**config.mk**
```make
export PLATFORM = sky130hd
export DESIGN_NAME = yuyv_to_rgb_scaled_top_flat
export DESIGN_NICKNAME = d
export VERILOG_FILES = /design/src/hw/rtl/yrgb_pkg.sv /design/src/hw/rtl/yrgb_in_if.sv /design/src/hw/rtl/yrgb_out_if.sv /design/src/hw/rtl/yrgb_pixel.sv /design/src/hw/rtl/yuyv_to_rgb_scaled_top.sv /design/src/flat_wrapper.sv
export SDC_FILE = /design/constraint.sdc
export NUM_CORES = 1
export LEC_CHECK = 0
export CORE_MARGIN = 2
export CORE_UTILIZATION = 37
export CTS_CLUSTER_DIAMETER = 30
export DETAILED_ROUTE_END_ITERATION = 10
export DONT_BUFFER_PORTS = 1
export HOLD_SLACK_MARGIN = 0.15
export PLACE_DENSITY_LB_ADDON = 0.3
export RECOVER_POWER = 25
export SLEW_MARGIN = 20
export SYNTH_ARGS = -nofsm -noshare
export SYNTH_HDL_FRONTEND = slang
export SYNTH_SLANG_ARGS = --single-unit
```
**constraint.sdc**
```tcl
create_clock -name clk -period 18.4 [get_ports clk]
set_clock_uncertainty 0.05 [all_clocks]
set_input_delay 3.68 -clock clk [delete_from_list [all_inputs] [get_ports clk]]
set_output_delay 3.68 -clock clk [all_outputs]
set_load 0.02 [all_outputs]
```
**src/hw/rtl/yrgb_pkg.sv**
```systemverilog
// Package for the YUYV to scaled RGB converter.
// Holds fixed-point constants, field widths and pipeline stage types.
// No dependencies.
`timescale 1ns / 1ps

package yrgb_pkg;

  // Field widths
  localparam int PIX_W  = 8;
  localparam int COEF_W = 19;               // Q16 coefficients, signed
  localparam int DIFF_W = PIX_W + 1;        // chroma minus offset, signed
  localparam int PROD_W = COEF_W + DIFF_W;  // full product width
  localparam int TERM_W = 25;               // holds any chroma term in Q16
  localparam int FRAC_W = 16;

  // Q16 chroma coefficients, rounded to nearest
  localparam logic signed [COEF_W-1:0] COEF_RV = 19'sd89831;
  localparam logic signed [COEF_W-1:0] COEF_GV = 19'sd45744;
  localparam logic signed [COEF_W-1:0] COEF_GU = 19'sd22127;
  localparam logic signed [COEF_W-1:0] COEF_BU = 19'sd113538;

  // Output scale 220/256
  localparam logic [PIX_W-1:0] SCALE_NUM = 8'd220;
  localparam logic [PIX_W-1:0] PIX_MAX   = 8'd255;
  localparam logic [PIX_W-1:0] OUT_MAX   = 8'd219;

  // Input register stage
  typedef struct packed {
    logic [PIX_W-1:0] y0;
    logic [PIX_W-1:0] u;
    logic [PIX_W-1:0] y1;
    logic [PIX_W-1:0] v;
    logic             fe;
  } in_stage_t;

  // Chroma product stage: terms shared by both pixels
  typedef struct packed {
    logic [PIX_W-1:0]         y0;
    logic [PIX_W-1:0]         y1;
    logic signed [TERM_W-1:0] r_term;
    logic signed [TERM_W-1:0] g_term;
    logic signed [TERM_W-1:0] b_term;
    logic                     fe;
  } term_stage_t;

  // One RGB pixel
  typedef struct packed {
    logic [PIX_W-1:0] r;
    logic [PIX_W-1:0] g;
    logic [PIX_W-1:0] b;
  } rgb_t;

  // Result register stage
  typedef struct packed {
    rgb_t pix0;
    rgb_t pix1;
    logic fe;
  } out_stage_t;

endpackage

```
**src/hw/rtl/yrgb_in_if.sv**
```systemverilog
// Input channel interface: one YUYV macropixel per item.
// Depends on yrgb_pkg for widths.
`timescale 1ns / 1ps

interface yrgb_in_if;
  logic                         valid;
  logic                         ready;
  logic [yrgb_pkg::PIX_W-1:0]   luma_first;
  logic [yrgb_pkg::PIX_W-1:0]   chroma_blue;
  logic [yrgb_pkg::PIX_W-1:0]   luma_second;
  logic [yrgb_pkg::PIX_W-1:0]   chroma_red;
  logic                         frame_end_in;

  modport source (
    output valid, luma_first, chroma_blue, luma_second, chroma_red, frame_end_in,
    input  ready
  );
  modport sink (
    input  valid, luma_first, chroma_blue, luma_second, chroma_red, frame_end_in,
    output ready
  );
endinterface

```
**src/hw/rtl/yrgb_out_if.sv**
```systemverilog
// Result channel interface: two scaled RGB pixels per item.
// Depends on yrgb_pkg for widths.
`timescale 1ns / 1ps

interface yrgb_out_if;
  logic                       valid;
  logic                       ready;
  logic [yrgb_pkg::PIX_W-1:0] red_first;
  logic [yrgb_pkg::PIX_W-1:0] green_first;
  logic [yrgb_pkg::PIX_W-1:0] blue_first;
  logic [yrgb_pkg::PIX_W-1:0] red_second;
  logic [yrgb_pkg::PIX_W-1:0] green_second;
  logic [yrgb_pkg::PIX_W-1:0] blue_second;
  logic                       frame_end_out;

  modport source (
    output valid, red_first, green_first, blue_first,
           red_second, green_second, blue_second, frame_end_out,
    input  ready
  );
  modport sink (
    input  valid, red_first, green_first, blue_first,
           red_second, green_second, blue_second, frame_end_out,
    output ready
  );
endinterface

```
**src/hw/rtl/yrgb_pixel.sv**
```systemverilog
// Per-pixel color finish: add luma to the Q16 chroma terms, floor,
// clamp to 0..255 and scale by 220/256. Depends on yrgb_pkg.
`timescale 1ns / 1ps

module yrgb_pixel (
  input  logic [yrgb_pkg::PIX_W-1:0]         y,
  input  logic signed [yrgb_pkg::TERM_W-1:0] r_term,
  input  logic signed [yrgb_pkg::TERM_W-1:0] g_term,
  input  logic signed [yrgb_pkg::TERM_W-1:0] b_term,
  output yrgb_pkg::rgb_t                     rgb
);

  localparam int SUM_W = yrgb_pkg::TERM_W + 2;
  localparam int FLR_W = SUM_W - yrgb_pkg::FRAC_W;
  localparam int PIX_W = yrgb_pkg::PIX_W;

  // Floor the Q16 sum, clamp and scale one channel
  function automatic logic [PIX_W-1:0] finish(input logic [PIX_W-1:0] yv,
                                              input logic signed [yrgb_pkg::TERM_W-1:0] t);
    logic signed [SUM_W-1:0] sum;
    logic signed [FLR_W-1:0] flr;
    logic [PIX_W-1:0]        clip;
    logic [2*PIX_W-1:0]      prod;
    sum  = $signed({{(SUM_W-PIX_W-yrgb_pkg::FRAC_W){1'b0}}, yv, {yrgb_pkg::FRAC_W{1'b0}}})
         + $signed({{(SUM_W-yrgb_pkg::TERM_W){t[yrgb_pkg::TERM_W-1]}}, t});
    // arithmetic shift by 16 floors toward minus infinity
    flr  = sum[SUM_W-1:yrgb_pkg::FRAC_W];
    if (flr[FLR_W-1]) begin
      clip = '0;
    end else if (|flr[FLR_W-2:PIX_W]) begin
      clip = yrgb_pkg::PIX_MAX;
    end else begin
      clip = flr[PIX_W-1:0];
    end
    prod = {{PIX_W{1'b0}}, clip} * {{PIX_W{1'b0}}, yrgb_pkg::SCALE_NUM};
    return prod[2*PIX_W-1:PIX_W];
  endfunction

  assign rgb.r = finish(y, r_term);
  assign rgb.g = finish(y, g_term);
  assign rgb.b = finish(y, b_term);

endmodule

```
**src/hw/rtl/yuyv_to_rgb_scaled_top.sv**
```systemverilog
// Top level of the YUYV 4:2:2 to scaled RGB888 converter.
// Depends on yrgb_pkg, yrgb_in_if, yrgb_out_if and yrgb_pixel.
`timescale 1ns / 1ps

// Usage
//   in_if  (sink): one YUYV macropixel per item: luma_first, chroma_blue,
//                  luma_second, chroma_red and the frame_end_in flag.
//   out_if (source): two RGB pixels per item, each channel in 0..219,
//                  plus frame_end_out, a copy of the input flag.
//   Each input item gives exactly one result item, in order.
// Timing
//   Three register stages: input register, chroma product register
//   (the constant multiplies, shared by both pixels) and result register.
//   An accepted item passes the input, product and result registers in turn.
//   One item per cycle while out_if.ready stays high; each stage has its own valid and
//   loads whenever it is empty or its successor moves.
// Reset
//   rst_n low clears all stage valids; no result is shown after reset
//   until an item arrives. No state is kept between items.
// Back-pressure
//   When out_if.ready is low the result holds; the two earlier stages
//   still fill, so up to three items are held before in_if.ready drops.

module yuyv_to_rgb_scaled_top (
  input  logic              clk,
  input  logic              rst_n,
  yrgb_in_if.sink           in_if,
  yrgb_out_if.source        out_if
);

  localparam int PIX_W  = yrgb_pkg::PIX_W;
  localparam int DIFF_W = yrgb_pkg::DIFF_W;
  localparam int PROD_W = yrgb_pkg::PROD_W;
  localparam int TERM_W = yrgb_pkg::TERM_W;

  // Stage valids and payloads
  logic                  a_vld_r, a_vld_nxt;
  logic                  b_vld_r, b_vld_nxt;
  logic                  o_vld_r, o_vld_nxt;
  yrgb_pkg::in_stage_t   a_r;
  yrgb_pkg::term_stage_t b_r, b_nxt;
  yrgb_pkg::out_stage_t  o_r, o_nxt;

  logic a_rdy, b_rdy, o_rdy;

  // Ready chain: a stage loads when empty or when it empties this cycle
  assign o_rdy = !o_vld_r || out_if.ready;
  assign b_rdy = !b_vld_r || o_rdy;
  assign a_rdy = !a_vld_r || b_rdy;
  assign in_if.ready = a_rdy;

  assign a_vld_nxt = a_rdy ? in_if.valid : a_vld_r;
  assign b_vld_nxt = b_rdy ? a_vld_r : b_vld_r;
  assign o_vld_nxt = o_rdy ? b_vld_r : o_vld_r;

  // Chroma offsets: flipping the top bit gives value - 128 as signed
  logic signed [DIFF_W-1:0] du, dv;
  logic signed [PROD_W-1:0] rv_prod, gv_prod, gu_prod, bu_prod, g_sum;

  assign du = $signed({~a_r.u[PIX_W-1], ~a_r.u[PIX_W-1], a_r.u[PIX_W-2:0]});
  assign dv = $signed({~a_r.v[PIX_W-1], ~a_r.v[PIX_W-1], a_r.v[PIX_W-2:0]});

  assign rv_prod = PROD_W'(yrgb_pkg::COEF_RV) * PROD_W'(dv);
  assign gv_prod = PROD_W'(yrgb_pkg::COEF_GV) * PROD_W'(dv);
  assign gu_prod = PROD_W'(yrgb_pkg::COEF_GU) * PROD_W'(du);
  assign bu_prod = PROD_W'(yrgb_pkg::COEF_BU) * PROD_W'(du);
  assign g_sum   = -(gv_prod + gu_prod);

  always_comb begin
    b_nxt.y0     = a_r.y0;
    b_nxt.y1     = a_r.y1;
    b_nxt.r_term = rv_prod[TERM_W-1:0];
    b_nxt.g_term = g_sum[TERM_W-1:0];
    b_nxt.b_term = bu_prod[TERM_W-1:0];
    b_nxt.fe     = a_r.fe;
  end

  // Finish both pixels from the shared chroma terms
  yrgb_pkg::rgb_t pix0, pix1;

  yrgb_pixel u_pix0 (
    .y      (b_r.y0),
    .r_term (b_r.r_term),
    .g_term (b_r.g_term),
    .b_term (b_r.b_term),
    .rgb    (pix0)
  );

  yrgb_pixel u_pix1 (
    .y      (b_r.y1),
    .r_term (b_r.r_term),
    .g_term (b_r.g_term),
    .b_term (b_r.b_term),
    .rgb    (pix1)
  );

  always_comb begin
    o_nxt.pix0 = pix0;
    o_nxt.pix1 = pix1;
    o_nxt.fe   = b_r.fe;
  end

  // Control registers
  always_ff @(posedge clk) begin
    if (!rst_n) begin
      a_vld_r <= 1'b0;
      b_vld_r <= 1'b0;
      o_vld_r <= 1'b0;
    end else begin
      a_vld_r <= a_vld_nxt;
      b_vld_r <= b_vld_nxt;
      o_vld_r <= o_vld_nxt;
    end
  end

  // Payload registers: advance with the ready chain, hold otherwise
  always_ff @(posedge clk) begin
    if (a_rdy) begin
      a_r.y0 <= in_if.luma_first;
      a_r.u  <= in_if.chroma_blue;
      a_r.y1 <= in_if.luma_second;
      a_r.v  <= in_if.chroma_red;
      a_r.fe <= in_if.frame_end_in;
    end
    if (b_rdy) begin
      b_r <= b_nxt;
    end
    if (o_rdy) begin
      o_r <= o_nxt;
    end
  end

  // Drive the result channel from the result register
  assign out_if.valid         = o_vld_r;
  assign out_if.red_first     = o_r.pix0.r;
  assign out_if.green_first   = o_r.pix0.g;
  assign out_if.blue_first    = o_r.pix0.b;
  assign out_if.red_second    = o_r.pix1.r;
  assign out_if.green_second  = o_r.pix1.g;
  assign out_if.blue_second   = o_r.pix1.b;
  assign out_if.frame_end_out = o_r.fe;

  // Scaled channels never exceed 219
  assert property (@(posedge clk) disable iff (!rst_n)
    o_vld_r |-> (o_r.pix0.r <= yrgb_pkg::OUT_MAX && o_r.pix0.g <= yrgb_pkg::OUT_MAX &&
                 o_r.pix0.b <= yrgb_pkg::OUT_MAX))
    else $error("first pixel channel above scaled maximum");

  assert property (@(posedge clk) disable iff (!rst_n)
    o_vld_r |-> (o_r.pix1.r <= yrgb_pkg::OUT_MAX && o_r.pix1.g <= yrgb_pkg::OUT_MAX &&
                 o_r.pix1.b <= yrgb_pkg::OUT_MAX))
    else $error("second pixel channel above scaled maximum");

  // A filled stage always moves into an empty successor
  assert property (@(posedge clk) disable iff (!rst_n)
    (b_vld_r && !o_vld_r) |=> o_vld_r)
    else $error("product stage failed to advance into empty result register");

  assert property (@(posedge clk) disable iff (!rst_n)
    (a_vld_r && !b_vld_r) |=> b_vld_r)
    else $error("input stage failed to advance into empty product stage");

endmodule
```
**src/flat_wrapper.sv**
```systemverilog
// flat-port wrapper written by rule: the top's interface ports become plain ports
module yuyv_to_rgb_scaled_top_flat 
  (clk, rst_n, in_if_valid, in_if_luma_first, in_if_chroma_blue, in_if_luma_second, in_if_chroma_red, in_if_frame_end_in, in_if_ready, out_if_valid, out_if_red_first, out_if_green_first, out_if_blue_first, out_if_red_second, out_if_green_second, out_if_blue_second, out_if_frame_end_out, out_if_ready);
  yrgb_in_if in_if_i ();
  yrgb_out_if out_if_i ();
  input  logic clk;
  input  logic rst_n;
  input wire logic [$bits(in_if_i.valid)-1:0] in_if_valid;
  input wire logic [$bits(in_if_i.luma_first)-1:0] in_if_luma_first;
  input wire logic [$bits(in_if_i.chroma_blue)-1:0] in_if_chroma_blue;
  input wire logic [$bits(in_if_i.luma_second)-1:0] in_if_luma_second;
  input wire logic [$bits(in_if_i.chroma_red)-1:0] in_if_chroma_red;
  input wire logic [$bits(in_if_i.frame_end_in)-1:0] in_if_frame_end_in;
  output wire logic [$bits(in_if_i.ready)-1:0] in_if_ready;
  output wire logic [$bits(out_if_i.valid)-1:0] out_if_valid;
  output wire logic [$bits(out_if_i.red_first)-1:0] out_if_red_first;
  output wire logic [$bits(out_if_i.green_first)-1:0] out_if_green_first;
  output wire logic [$bits(out_if_i.blue_first)-1:0] out_if_blue_first;
  output wire logic [$bits(out_if_i.red_second)-1:0] out_if_red_second;
  output wire logic [$bits(out_if_i.green_second)-1:0] out_if_green_second;
  output wire logic [$bits(out_if_i.blue_second)-1:0] out_if_blue_second;
  output wire logic [$bits(out_if_i.frame_end_out)-1:0] out_if_frame_end_out;
  input wire logic [$bits(out_if_i.ready)-1:0] out_if_ready;
  assign in_if_i.valid = in_if_valid;
  assign in_if_i.luma_first = in_if_luma_first;
  assign in_if_i.chroma_blue = in_if_chroma_blue;
  assign in_if_i.luma_second = in_if_luma_second;
  assign in_if_i.chroma_red = in_if_chroma_red;
  assign in_if_i.frame_end_in = in_if_frame_end_in;
  assign in_if_ready = in_if_i.ready;
  assign out_if_valid = out_if_i.valid;
  assign out_if_red_first = out_if_i.red_first;
  assign out_if_green_first = out_if_i.green_first;
  assign out_if_blue_first = out_if_i.blue_first;
  assign out_if_red_second = out_if_i.red_second;
  assign out_if_green_second = out_if_i.green_second;
  assign out_if_blue_second = out_if_i.blue_second;
  assign out_if_frame_end_out = out_if_i.frame_end_out;
  assign out_if_i.ready = out_if_ready;
  yuyv_to_rgb_scaled_top u_core (.clk(clk), .rst_n(rst_n), .in_if(in_if_i), .out_if(out_if_i));
endmodule
```
==> flow_summary_export.csv, run 1 <==
group,metric,value,unit
setup_path,startpoint,"out_if_ready",
finish,syn_to_final_growth,7.101,%
clock_network,htree_num_levels,4,
floorplan,dieHeight,238.0,µm
sta,finalMaxSlewViolations,35,
logic_synthesis,synthAdderAreaFrac,0.4854,
logic_synthesis,ys.flop_type,"edfxtp_1",
logic_synthesis,yosys.area_share.simple,0.06299,
logic_synthesis,synth_fp_nets,2724,
floorplan,core_area,54030,µm²
sta,tightest_slew,2.501,ns
clock_network,cts_resized,0,
clock_network,cts_tree,"yes",
setup_path,critPathBufInv,1,
clock_network,clkTransAtPathRegs,0.06,ns
global_routing,grtUsageTotal,0.1508,
worst_hold_path,hp-class,"flop to flop",
clock_network,cts_setup_buffers,0,
run,cap_violations,1,
setup_path,slowest_stage,"clkbuf_1",
floorplan,initial_core_util,0.3750,
finish,layout.nets,2733,
routing,first_iter_violations,500,
sta,setup_tns,0,ns
setup_path,path_cells,"nor2b_1, nand3_2, clkbuf_1",
sta,fin_crit_sh,0.5082,
worst_hold_path,hold_end,"u_core.b_r[77]",
finish,n_fill_cell,5222,
setup_path,setup.worst_path.class,"input port to output pin",
outcome,violations,"max-capacitance violations, max-slew violations",
logic_synthesis,yosys.area_share.xor_xnor,0.04952,
setup_path,timing.rr.start,"u_core.a_r[23]",
logic_synthesis,syn_inst,2030,
setup_path,timing.rr.end,"u_core.b_r[49]",
clock_network,cts_buffers,17,
global_routing,grt_remaining_overflow,0,
floorplan,num_rows,85,
global_routing,grt_pass1_vias,13700,
floorplan,io_pins,88,
setup_path,worst-endpoint-required,14.67,ns
logic_synthesis,synth_area,20260,µm²
finish,mostFrequentLayoutCell,"inv_1",
setup_path,critical-path-top-delay-family,"buffers and inverters",
outcome,status,"finished with violations",
place,portBuffers,0,
logic_synthesis,synth-compound-area-share,0.1216,
logic_synthesis,ys_seq_area_frac,0.1897,
routing,drc,0,
place,dp_hpwl,34.84,mm
place,place.gp.congestion,0.9108,
global_routing,antenna_found_initial,6,
clock_network,clk_latency,0.48,ns
logic_synthesis,synth_edf_count,126,
sta,fmax,0.1069,GHz
logic_synthesis,async_flop_share,0,
routing,vias,13340,
worst_hold_path,min_from,"u_core.a_r[10]",
logic_synthesis,synthMuxAreaShare,0,
sta,hold_viol_final,0,
setup_path,r2r_slack,11.06,ns
clock_network,holdBufCountCts,0,
clock_network,root_buffer,"clkbuf_16",
sta,fin_crit,9.351,ns
logic_synthesis,ys_seq_elements,129,
logic_synthesis,avgSynthCellArea,9.981,µm²
sta,maxSlewHeadroom,-0.6672,
setup_path,path_max_fanout,35,
setup_path,arrival,5.62,ns
clock_network,clockBufferDepth,2,
clock_network,cts_sinks,129,
sta,setup_viol,0,
sta,rsz0062_at_grt,"no",
logic_synthesis,synth_cell_types,60,
routing,wl_per_cell,14.73,µm
setup_path,cp-end-kind,"output pin",
routing,via_per_inst,4.847,
setup_path,setup.worst_path.start_class,"input port",
global_routing,grt_max_degree,45,
setup_path,slowest_delay,1.77,ns
floorplan,die_area,56650,µm²
floorplan,fp.dieW,238.0,µm
logic_synthesis,ys_warn_count,0,
global_routing,grt_pass1_wl,67.65,mm
routing,ant_nets,0,
finish,final_cell_mix,"inv_1 (478), ha_1 (442), fa_1 (215)",
routing,drtPass1Iterations,4,
worst_hold_path,whs_path_depth,0,
routing,wl,40.54,mm
finish,drive_above_1_share,0.02339,
logic_synthesis,synth_top_family_by_area,"adder cells",
setup_path,r2r_cells,24,
[flip-flops by register name, indices dropped and copies added, names as in the netlist, 8 cells and up]
name and flops:
u_core.b_r 44, u_core.a_r 33, u_core.out_if.blue_first 8, u_core.out_if.blue_second 8, u_core.out_if.green_first 8, u_core.out_if.green_second 8
u_core.out_if.red_first 8, u_core.out_if.red_second 8
[routing by layer]
| metal | part of all wire | vias up | track usage | wire length [µm] |
|---|---|---|---|---|
| met5 | 0 | - | 0 | 0 |
| met4 | 0.027 | 0 | 0.05246 | 1083 |
| met3 | 0.038 | 51 | 0.03170 | 1551 |
| met2 | 0.49 | 145 | 0.2634 | 19870 |
| met1 | 0.44 | 6354 | 0.1841 | 18040 |
| li1 | - | 6789 | - | - |
[layout make-up]
cell class / count / area [µm²] / area share
Tap cell: 696 / 870.8 / 0.04013
Sequential cell: 129 / 3844 / 0.1771
Clock inverter: 14 / 156.4 / 0.007207
Multi-Input combinational cell: 1411 / 14590 / 0.6721
Inverter: 478 / 1794 / 0.08268
Antenna cell: 4 / 10.01 / 0.0004613
Clock buffer: 18 / 429.2 / 0.01978
Timing Repair Buffer: 2 / 11.26 / 0.0005189
[worst max-delay path by stage]
stage	endpoint	slack, ns	cells past startpoint
global route	in_if_ready	8.83	3
CTS	in_if_ready	10.20	3
detailed placement	in_if_ready	10.20	3
global placement	in_if_ready	10.22	3
finish	in_if_ready	9.05	3
floorplan	in_if_ready	9.80	2
[synthesized netlist by cell type, types with 13 or more instances]
master / n / area share
a21o_1: 34 / 0.013
o21bai_1: 13 / 0.0048
xnor2_1: 72 / 0.031
ha_1: 442 / 0.27
nor2_1: 88 / 0.016
edfxtp_1: 126 / 0.19
nor3_1: 34 / 0.0084
a21oi_1: 79 / 0.020
o21ai_1: 94 / 0.023
a21boi_1: 14 / 0.0052
o21a_1: 70 / 0.026
fa_1: 215 / 0.21
inv_1: 478 / 0.089
nand2_1: 49 / 0.0091
nor2b_1: 21 / 0.0065
nand2b_1: 14 / 0.0043
xor2_1: 40 / 0.017
[through the flow]
step / hold WS [ns] / cell area (µm²) / utilization / worst slack (ns) / std cells
after floorplan: 0.3503 / 20260 / - / 9.804 / 2030
after global placement: 0.3548 / 21110 / 0.3907 / 10.22 / 2716
after detailed placement: 0.3545 / 21110 / 0.3907 / 10.20 / 2716
after CTS: 0.3693 / 21690 / 0.4016 / 10.20 / 2748
after global routing: 0.3740 / 21690 / 0.4015 / 8.830 / 2748
final: 0.3668 / 21700 / 0.4017 / 9.049 / 2752
[cell families (layout without fill, tap and decap cells)]
logic type / count (synthesis) / count (layout)
compound gates: 381 / 381
xor+xnor: 113 / 113
fa+ha+maj: 657 / 657
buf+inv: 490 / 512
flops: 129 / 129
other cells: 0 / 4
simple gates: 260 / 260
Power of run 1 is not shown: default switching activity piles up to over one toggle a cycle in this logic, so the estimate is an artifact.
==> run 2, diff against run 1 <==
--- a/config.mk
+++ b/config.mk
@@ -5,6 +5,7 @@
 export SDC_FILE = /design/constraint.sdc
 export NUM_CORES = 1
 export LEC_CHECK = 0
+export ABC_AREA = 1
 export CORE_MARGIN = 2
 export CORE_UTILIZATION = 37
 export CTS_CLUSTER_DIAMETER = 30
==> constraint.sdc (replaced) <==
create_clock -name clk -period 9 [get_ports clk]
set_clock_uncertainty 0.05 [all_clocks]
set_input_delay 1.8 -clock clk [delete_from_list [all_inputs] [get_ports clk]]
set_output_delay 1.8 -clock clk [all_outputs]
set_load 0.02 [all_outputs]
==> run 2 against run 1 <==
Effect of this change:
- the run still ends with max-capacitance violations, max-slew violations left
- synthesized cell count up 26%
- core utilization about the same
- sequential share of layout area down 1.5 points
- synthesized area up 9.1%
- clock-buffer cell count down 1
- worst setup slack worse by 6.8 ns
- cell area up 9.2%
- hold slack better by 0.0047 ns
- wire length up 29%
- non-clock buffer count unchanged
- first-iteration DRC count up 49%
- critical path type unchanged
- critical endpoint unchanged
==> flow_summary_export.csv, run 2 <==
group,metric,value,unit
outcome,status,"finished with violations",
outcome,violations,"max-capacitance violations, max-slew violations",
logic_synthesis,avgSynthCellArea,8.619,µm²
logic_synthesis,syn_inst,2564,
global_routing,grt_pass1_vias,16950,
routing,ant_nets,0,
logic_synthesis,synth_area,22100,µm²
finish,layout.nets,3279,
routing,drc,0,
sta,fin_crit,6.706,ns
place,dp_hpwl,45.78,mm
sta,setup_viol,0,
clock_network,htree_num_levels,4,
clock_network,cts_resized,0,
logic_synthesis,synthMuxAreaShare,0,
finish,mostFrequentLayoutCell,"inv_1",
logic_synthesis,synth-compound-area-share,0.08249,
finish,drive_above_1_share,0.03387,
setup_path,worst-endpoint-required,7.15,ns
clock_network,cts_sinks,129,
sta,maxSlewHeadroom,-0.8358,
clock_network,cts_buffers,17,
clock_network,clockBufferDepth,2,
setup_path,path_max_fanout,51,
finish,seq_area,3844,µm²
finish,n_fill_cell,5840,
logic_synthesis,ys_warn_count,0,
finish,final_cell_mix,"inv_1 (626), ha_1 (442), nand2_1 (420)",
setup_path,setup.worst_path.class,"input port to output pin",
logic_synthesis,synth_cell_types,44,
finish,utilization,0.4014,
finish,reg_top3,"u_core.b_r: 44 flops, u_core.a_r: 33 flops",
sta,finalMaxSlewViolations,52,
global_routing,grtUsageTotal,0.1802,
logic_synthesis,ys_seq_area_frac,0.1739,
global_routing,grt_pass1_wl,86.62,mm
sta,rsz0062_at_grt,"no",
floorplan,core_area,59020,µm²
setup_path,cp-end-kind,"output pin",
sta,setup_tns,0,ns
floorplan,num_rows,89,
setup_path,r2r_slack,2.48,ns
logic_synthesis,ys_seq_elements,129,
clock_network,clkTransAtPathRegs,0.06,ns
floorplan,fp.dieW,248.4,µm
setup_path,timing.rr.start,"u_core.a_r[23]",
logic_synthesis,async_flop_share,0,
finish,largest_reg_flops,44,
floorplan,dieHeight,248.4,µm
logic_synthesis,synth_edf_count,126,
logic_synthesis,yosys.area_share.xor_xnor,0.05729,
worst_hold_path,min_from,"u_core.b_r[0]",
logic_synthesis,synth_fp_nets,3258,
sta,hold_viol_final,0,
setup_path,setup.worst_path.start_class,"input port",
place,portBuffers,0,
sta,tightest_slew,2.754,ns
clock_network,clk_latency,0.50,ns
logic_synthesis,ys.flop_type,"edfxtp_1",
routing,drtPass1Iterations,5,
logic_synthesis,synth_top_area_frac,0.2502,
finish,multi_input_area,15890,µm²
worst_hold_path,hp-class,"flop to flop",
worst_hold_path,hold_end,"u_core.out_if.frame_end_out",
routing,vias,16190,
logic_synthesis,synth_top_area_cell,"ha_1",
setup_path,timing.rr.end,"u_core.b_r[46]",
logic_synthesis,ys_top_cells_by_count,"inv_1 (627), ha_1 (442), nand2_1 (422)",
logic_synthesis,yosysMostFrequentCell,"inv_1",
clock_network,holdBufCountCts,0,
routing,wl,52.32,mm
worst_hold_path,whs_path_depth,0,
finish,syn_to_final_growth,7.184,%
global_routing,antenna_found_initial,5,
logic_synthesis,synth_top_family_by_area,"adder cells",
setup_path,r2r_cells,27,
logic_synthesis,synthAdderAreaFrac,0.4450,
routing,first_iter_violations,744,
logic_synthesis,synth.area.top_cells,"ha_1 (25%), fa_1 (19%), edfxtp_1 (17%)",
clock_network,cts_tree,"yes",
setup_path,arrival,4.86,ns
floorplan,initial_core_util,0.3745,
routing,via_per_inst,4.798,
global_routing,grt_remaining_overflow,0,
clock_network,cts_setup_buffers,0,
sta,fmax,0.1491,GHz
global_routing,grt_max_degree,52,
floorplan,die_area,61700,µm²
sta,fin_crit_sh,0.7451,
floorplan,io_pins,88,
routing,wl_per_cell,15.50,µm
run,cap_violations,1,
place,place.gp.congestion,0.9047,
logic_synthesis,yosys.area_share.simple,0.1340,
finish,top_register,"u_core.b_r",
clock_network,root_buffer,"clkbuf_16",
run 2: layout make-up:
cell class,instances,area share
diodes,4,0.0004226
clock buffers,17,0.01796
clock inverters,15,0.007131
inverters,632,0.1001
multi-input cells,1803,0.6708
flip-flops and latches,129,0.1623
well taps,773,0.04083
repair buffers,2,0.0004754
run 2: worst max-delay path by stage:
stage                                 to  cells after the start  slack (ns)            from
after floorplan              in_if_ready                      4        3.14    out_if_ready
after global placement    u_core.b_r[46]                     27        2.61  u_core.a_r[23]
after detailed placement  u_core.b_r[46]                     27        2.47  u_core.a_r[23]
after CTS                 u_core.b_r[46]                     27        2.44  u_core.a_r[23]
after global routing         in_if_ready                      6        1.83    out_if_ready
final                        in_if_ready                      6        2.29    out_if_ready
run 2: critical path, stage by stage:
cell and delay [ns]:
inv_1 0.03, nand2_2 0.04, clkbuf_1 1.92, nor2_1 0.33
nand2_2 0.15, buf_4 0.54
run 2: layer usage:
metal	GRT usage	up-vias	routed length (µm)
met5	0	-	10
met3	0.03566	51	1951
met2	0.3025	247	24640
met1	0.2365	7649	24810
li1	-	8245	-
met4	0.04692	2	902
run 2: per-stage QoR:
step / instances / instance area, µm² / setup slack (ns) / hold WS (ns)
finish: 3375 / 23690 / 2.294 / 0.3715
global route: 3372 / 23680 / 1.832 / 0.3750
global placement: 3339 / 23090 / 2.610 / 0.3541
detailed placement: 3339 / 23090 / 2.468 / 0.3562
CTS: 3371 / 23680 / 2.435 / 0.3734
floorplan: 2564 / 22100 / 3.140 / 0.3503
run 2: cell families after synthesis:
logic type / count (synthesis)
simple gates: 692
flops: 129
xor+xnor: 139
compound gates: 315
buf+inv: 632
fa+ha+maj: 657
Power of run 2 is left out for the same reason.
==> run 3, diff against run 2 <==
--- a/config.mk
+++ b/config.mk
@@ -5,7 +5,7 @@
 export SDC_FILE = /design/constraint.sdc
 export NUM_CORES = 1
 export LEC_CHECK = 0
-export ABC_AREA = 1
+export ABC_AREA = 0
 export CORE_MARGIN = 2
 export CORE_UTILIZATION = 37
 export CTS_CLUSTER_DIAMETER = 30
==> constraint.sdc (replaced) <==
create_clock -name clk -period 5.37 [get_ports clk]
set_clock_uncertainty 0.05 [all_clocks]
set_input_delay 1.074 -clock clk [delete_from_list [all_inputs] [get_ports clk]]
set_output_delay 1.074 -clock clk [all_outputs]
set_load 0.02 [all_outputs]
==> run 3 against run 2 <==
Effect of this change:
- the run ends with max-capacitance violations, max-slew violations, negative setup slack left
- via count decreased by 5.5%
- core utilization increased by 9.4 points
- clock-buffer cell count unchanged
- register-to-register slack got worse by 3.3 ns
- hold slack got worse by 0.0022 ns
- global-route usage decreased by 0.70 points
- critical path depth increased by 19
- sequential share of layout area decreased by 1.9 points
- first-iteration DRC count decreased by 46%
- wire length decreased by 10%
- largest cell class unchanged
==> flow_summary_export.csv, run 3 (synthesis results as in run 1) <==
group,metric,value,unit
setup_path,arrival,6.32,ns
clock_network,cts_tree,"yes",
finish,largest_reg_flops,44,
setup_path,cp-end-kind,"flop",
finish,mostFrequentLayoutCell,"inv_1",
global_routing,grtUsageMet2,0.3226,
setup_path,worst-endpoint-required,5.54,ns
finish,top_register,"u_core.b_r",
clock_network,cts_buffers,17,
setup_path,r2r_slack,-0.78,ns
setup_path,critPathBufInv,3,
routing,ant_nets,0,
global_routing,use_met3,0.02615,
global_routing,grt_pass1_wl,78.74,mm
place,dp_hpwl,39.23,mm
worst_hold_path,hp-class,"flop to flop",
setup_path,setup.worst_path.class,"flop to flop",
routing,wl,46.99,mm
global_routing,grt_max_degree,50,
routing,drtPass1Iterations,6,
sta,hold_viol_final,0,
floorplan,die_area,56650,µm²
global_routing,top_usage_layer,"met2",
outcome,status,"finished with violations",
clock_network,clkTransAtPathRegs,0.07,ns
sta,rsz0062_at_grt,"yes",
setup_path,slowest_delay,0.55,ns
floorplan,io_pins,88,
sta,tightest_slew,2.538,ns
sta,fin_crit_sh,1.145,
setup_path,critical-path-top-delay-family,"adder cells",
sta,fmax,0.1626,GHz
finish,n_fill_cell,4859,
routing,drc,0,
worst_hold_path,min_from,"u_core.a_r[11]",
routing,vias,15300,
clock_network,clk_latency,0.48,ns
global_routing,antenna_found_initial,1,
setup_path,setup.worst_path.start_class,"flop",
finish,drive_above_1_share,0.2997,
setup_path,path_max_fanout,4,
worst_hold_path,whs_path_depth,0,
routing,wl_per_cell,14.62,µm
run,cap_violations,1,
finish,reg_top3,"u_core.b_r: 44 flops, u_core.a_r: 33 flops",
clock_network,cts_sinks,129,
place,portBuffers,0,
place,place.gp.congestion,0.9041,
setup_path,crit_top_cell,"a21oi_2",
finish,final_cell_mix,"inv_1 (443), buf_4 (429), ha_1 (401)",
finish,syn_to_final_growth,32.16,%
sta,layout_setup_ws,-0.7798,ns
routing,via_per_inst,4.761,
setup_path,slowest_stage,"fa_1",
clock_network,htree_num_levels,4,
outcome,violations,"max-capacitance violations, max-slew violations, negative setup slack",
setup_path,r2r_cells,25,
global_routing,grtUsageTotal,0.1731,
floorplan,core_area,54030,µm²
routing,first_iter_violations,401,
clock_network,root_buffer,"clkbuf_16",
clock_network,clockBufferDepth,2,
floorplan,num_rows,85,
sta,setup_viol,37,
setup_path,timing.rr.start,"u_core.a_r[20]",
finish,layout.nets,3197,
sta,holdWs,0.3693,ns
setup_path,timing.rr.end,"u_core.b_r[50]",
floorplan,fp.dieW,238.0,µm
sta,fin_crit,6.150,ns
global_routing,grt_remaining_overflow,0,
sta,finalMaxSlewViolations,35,
floorplan,dieHeight,238.0,µm
sta,maxSlewHeadroom,-0.6923,
global_routing,grt_use_met1,0.2011,
worst_hold_path,hold_end,"u_core.b_r[78]",
global_routing,grt_pass1_vias,16550,
floorplan,initial_core_util,0.3750,
==> run 3: layer usage <==
layer | up-vias | wire [µm]
met3 | 58 | 1109
met1 | 7386 | 19970
li1 | 7708 | -
met5 | - | 0
met4 | 0 | 1206
met2 | 146 | 24700
==> run 3: timing repair <==
item | CTS | global route
endpoints found under the setup margin | 41 | 51
setup buffers | 60 | 36
hold buffers | 0 | 0
resized for setup | 130 | 126
pin swaps | 130 | 158
cloned | 1 | 0
==> run 3: worst max-delay path by stage <==
stage / from / endpoint / slack (ns) / cells after the start
3_5_place_dp: u_core.a_r[19] / u_core.b_r[50] / -0.98 / 22
2_1_floorplan: u_core.a_r[18] / u_core.b_r[50] / -0.57 / 27
3_3_place_gp: u_core.a_r[19] / u_core.b_r[50] / -0.76 / 27
4_1_cts: u_core.a_r[20] / u_core.b_r[49] / -0.77 / 29
5_1_grt: u_core.a_r[20] / u_core.b_r[50] / -1.07 / 25
6_report: u_core.a_r[20] / u_core.b_r[50] / -0.78 / 25
==> run 3: per-stage QoR <==
step	setup slack (ns)	TNS (ns)	instances	util	instance area, µm²
after CTS	-0.7731	-10.36	3179	0.4790	25880
after global placement	-0.7639	-9.958	3086	0.4493	24270
final	-0.7798	-11.59	3213	0.4956	26780
after floorplan	-0.5729	-2.600	2030	-	20700
after detailed placement	-0.9773	-14.39	3086	0.4493	24270
after global routing	-1.067	-22.75	3212	0.4956	26780
==> run 3: layout make-up <==
cell class | count | area, µm² | share of cell area
Timing Repair Buffer | 466 | 3623 | 0.1353
Inverter | 478 | 1808 | 0.06752
Antenna cell | 1 | 2.502 | 0.00009345
Clock inverter | 15 | 168.9 | 0.006308
Multi-Input combinational cell | 1411 | 16040 | 0.5988
Tap cell | 696 | 870.8 | 0.03252
Clock buffer | 17 | 425.4 | 0.01589
Sequential cell | 129 | 3844 | 0.1435
Power of run 3 is left out for the same reason.
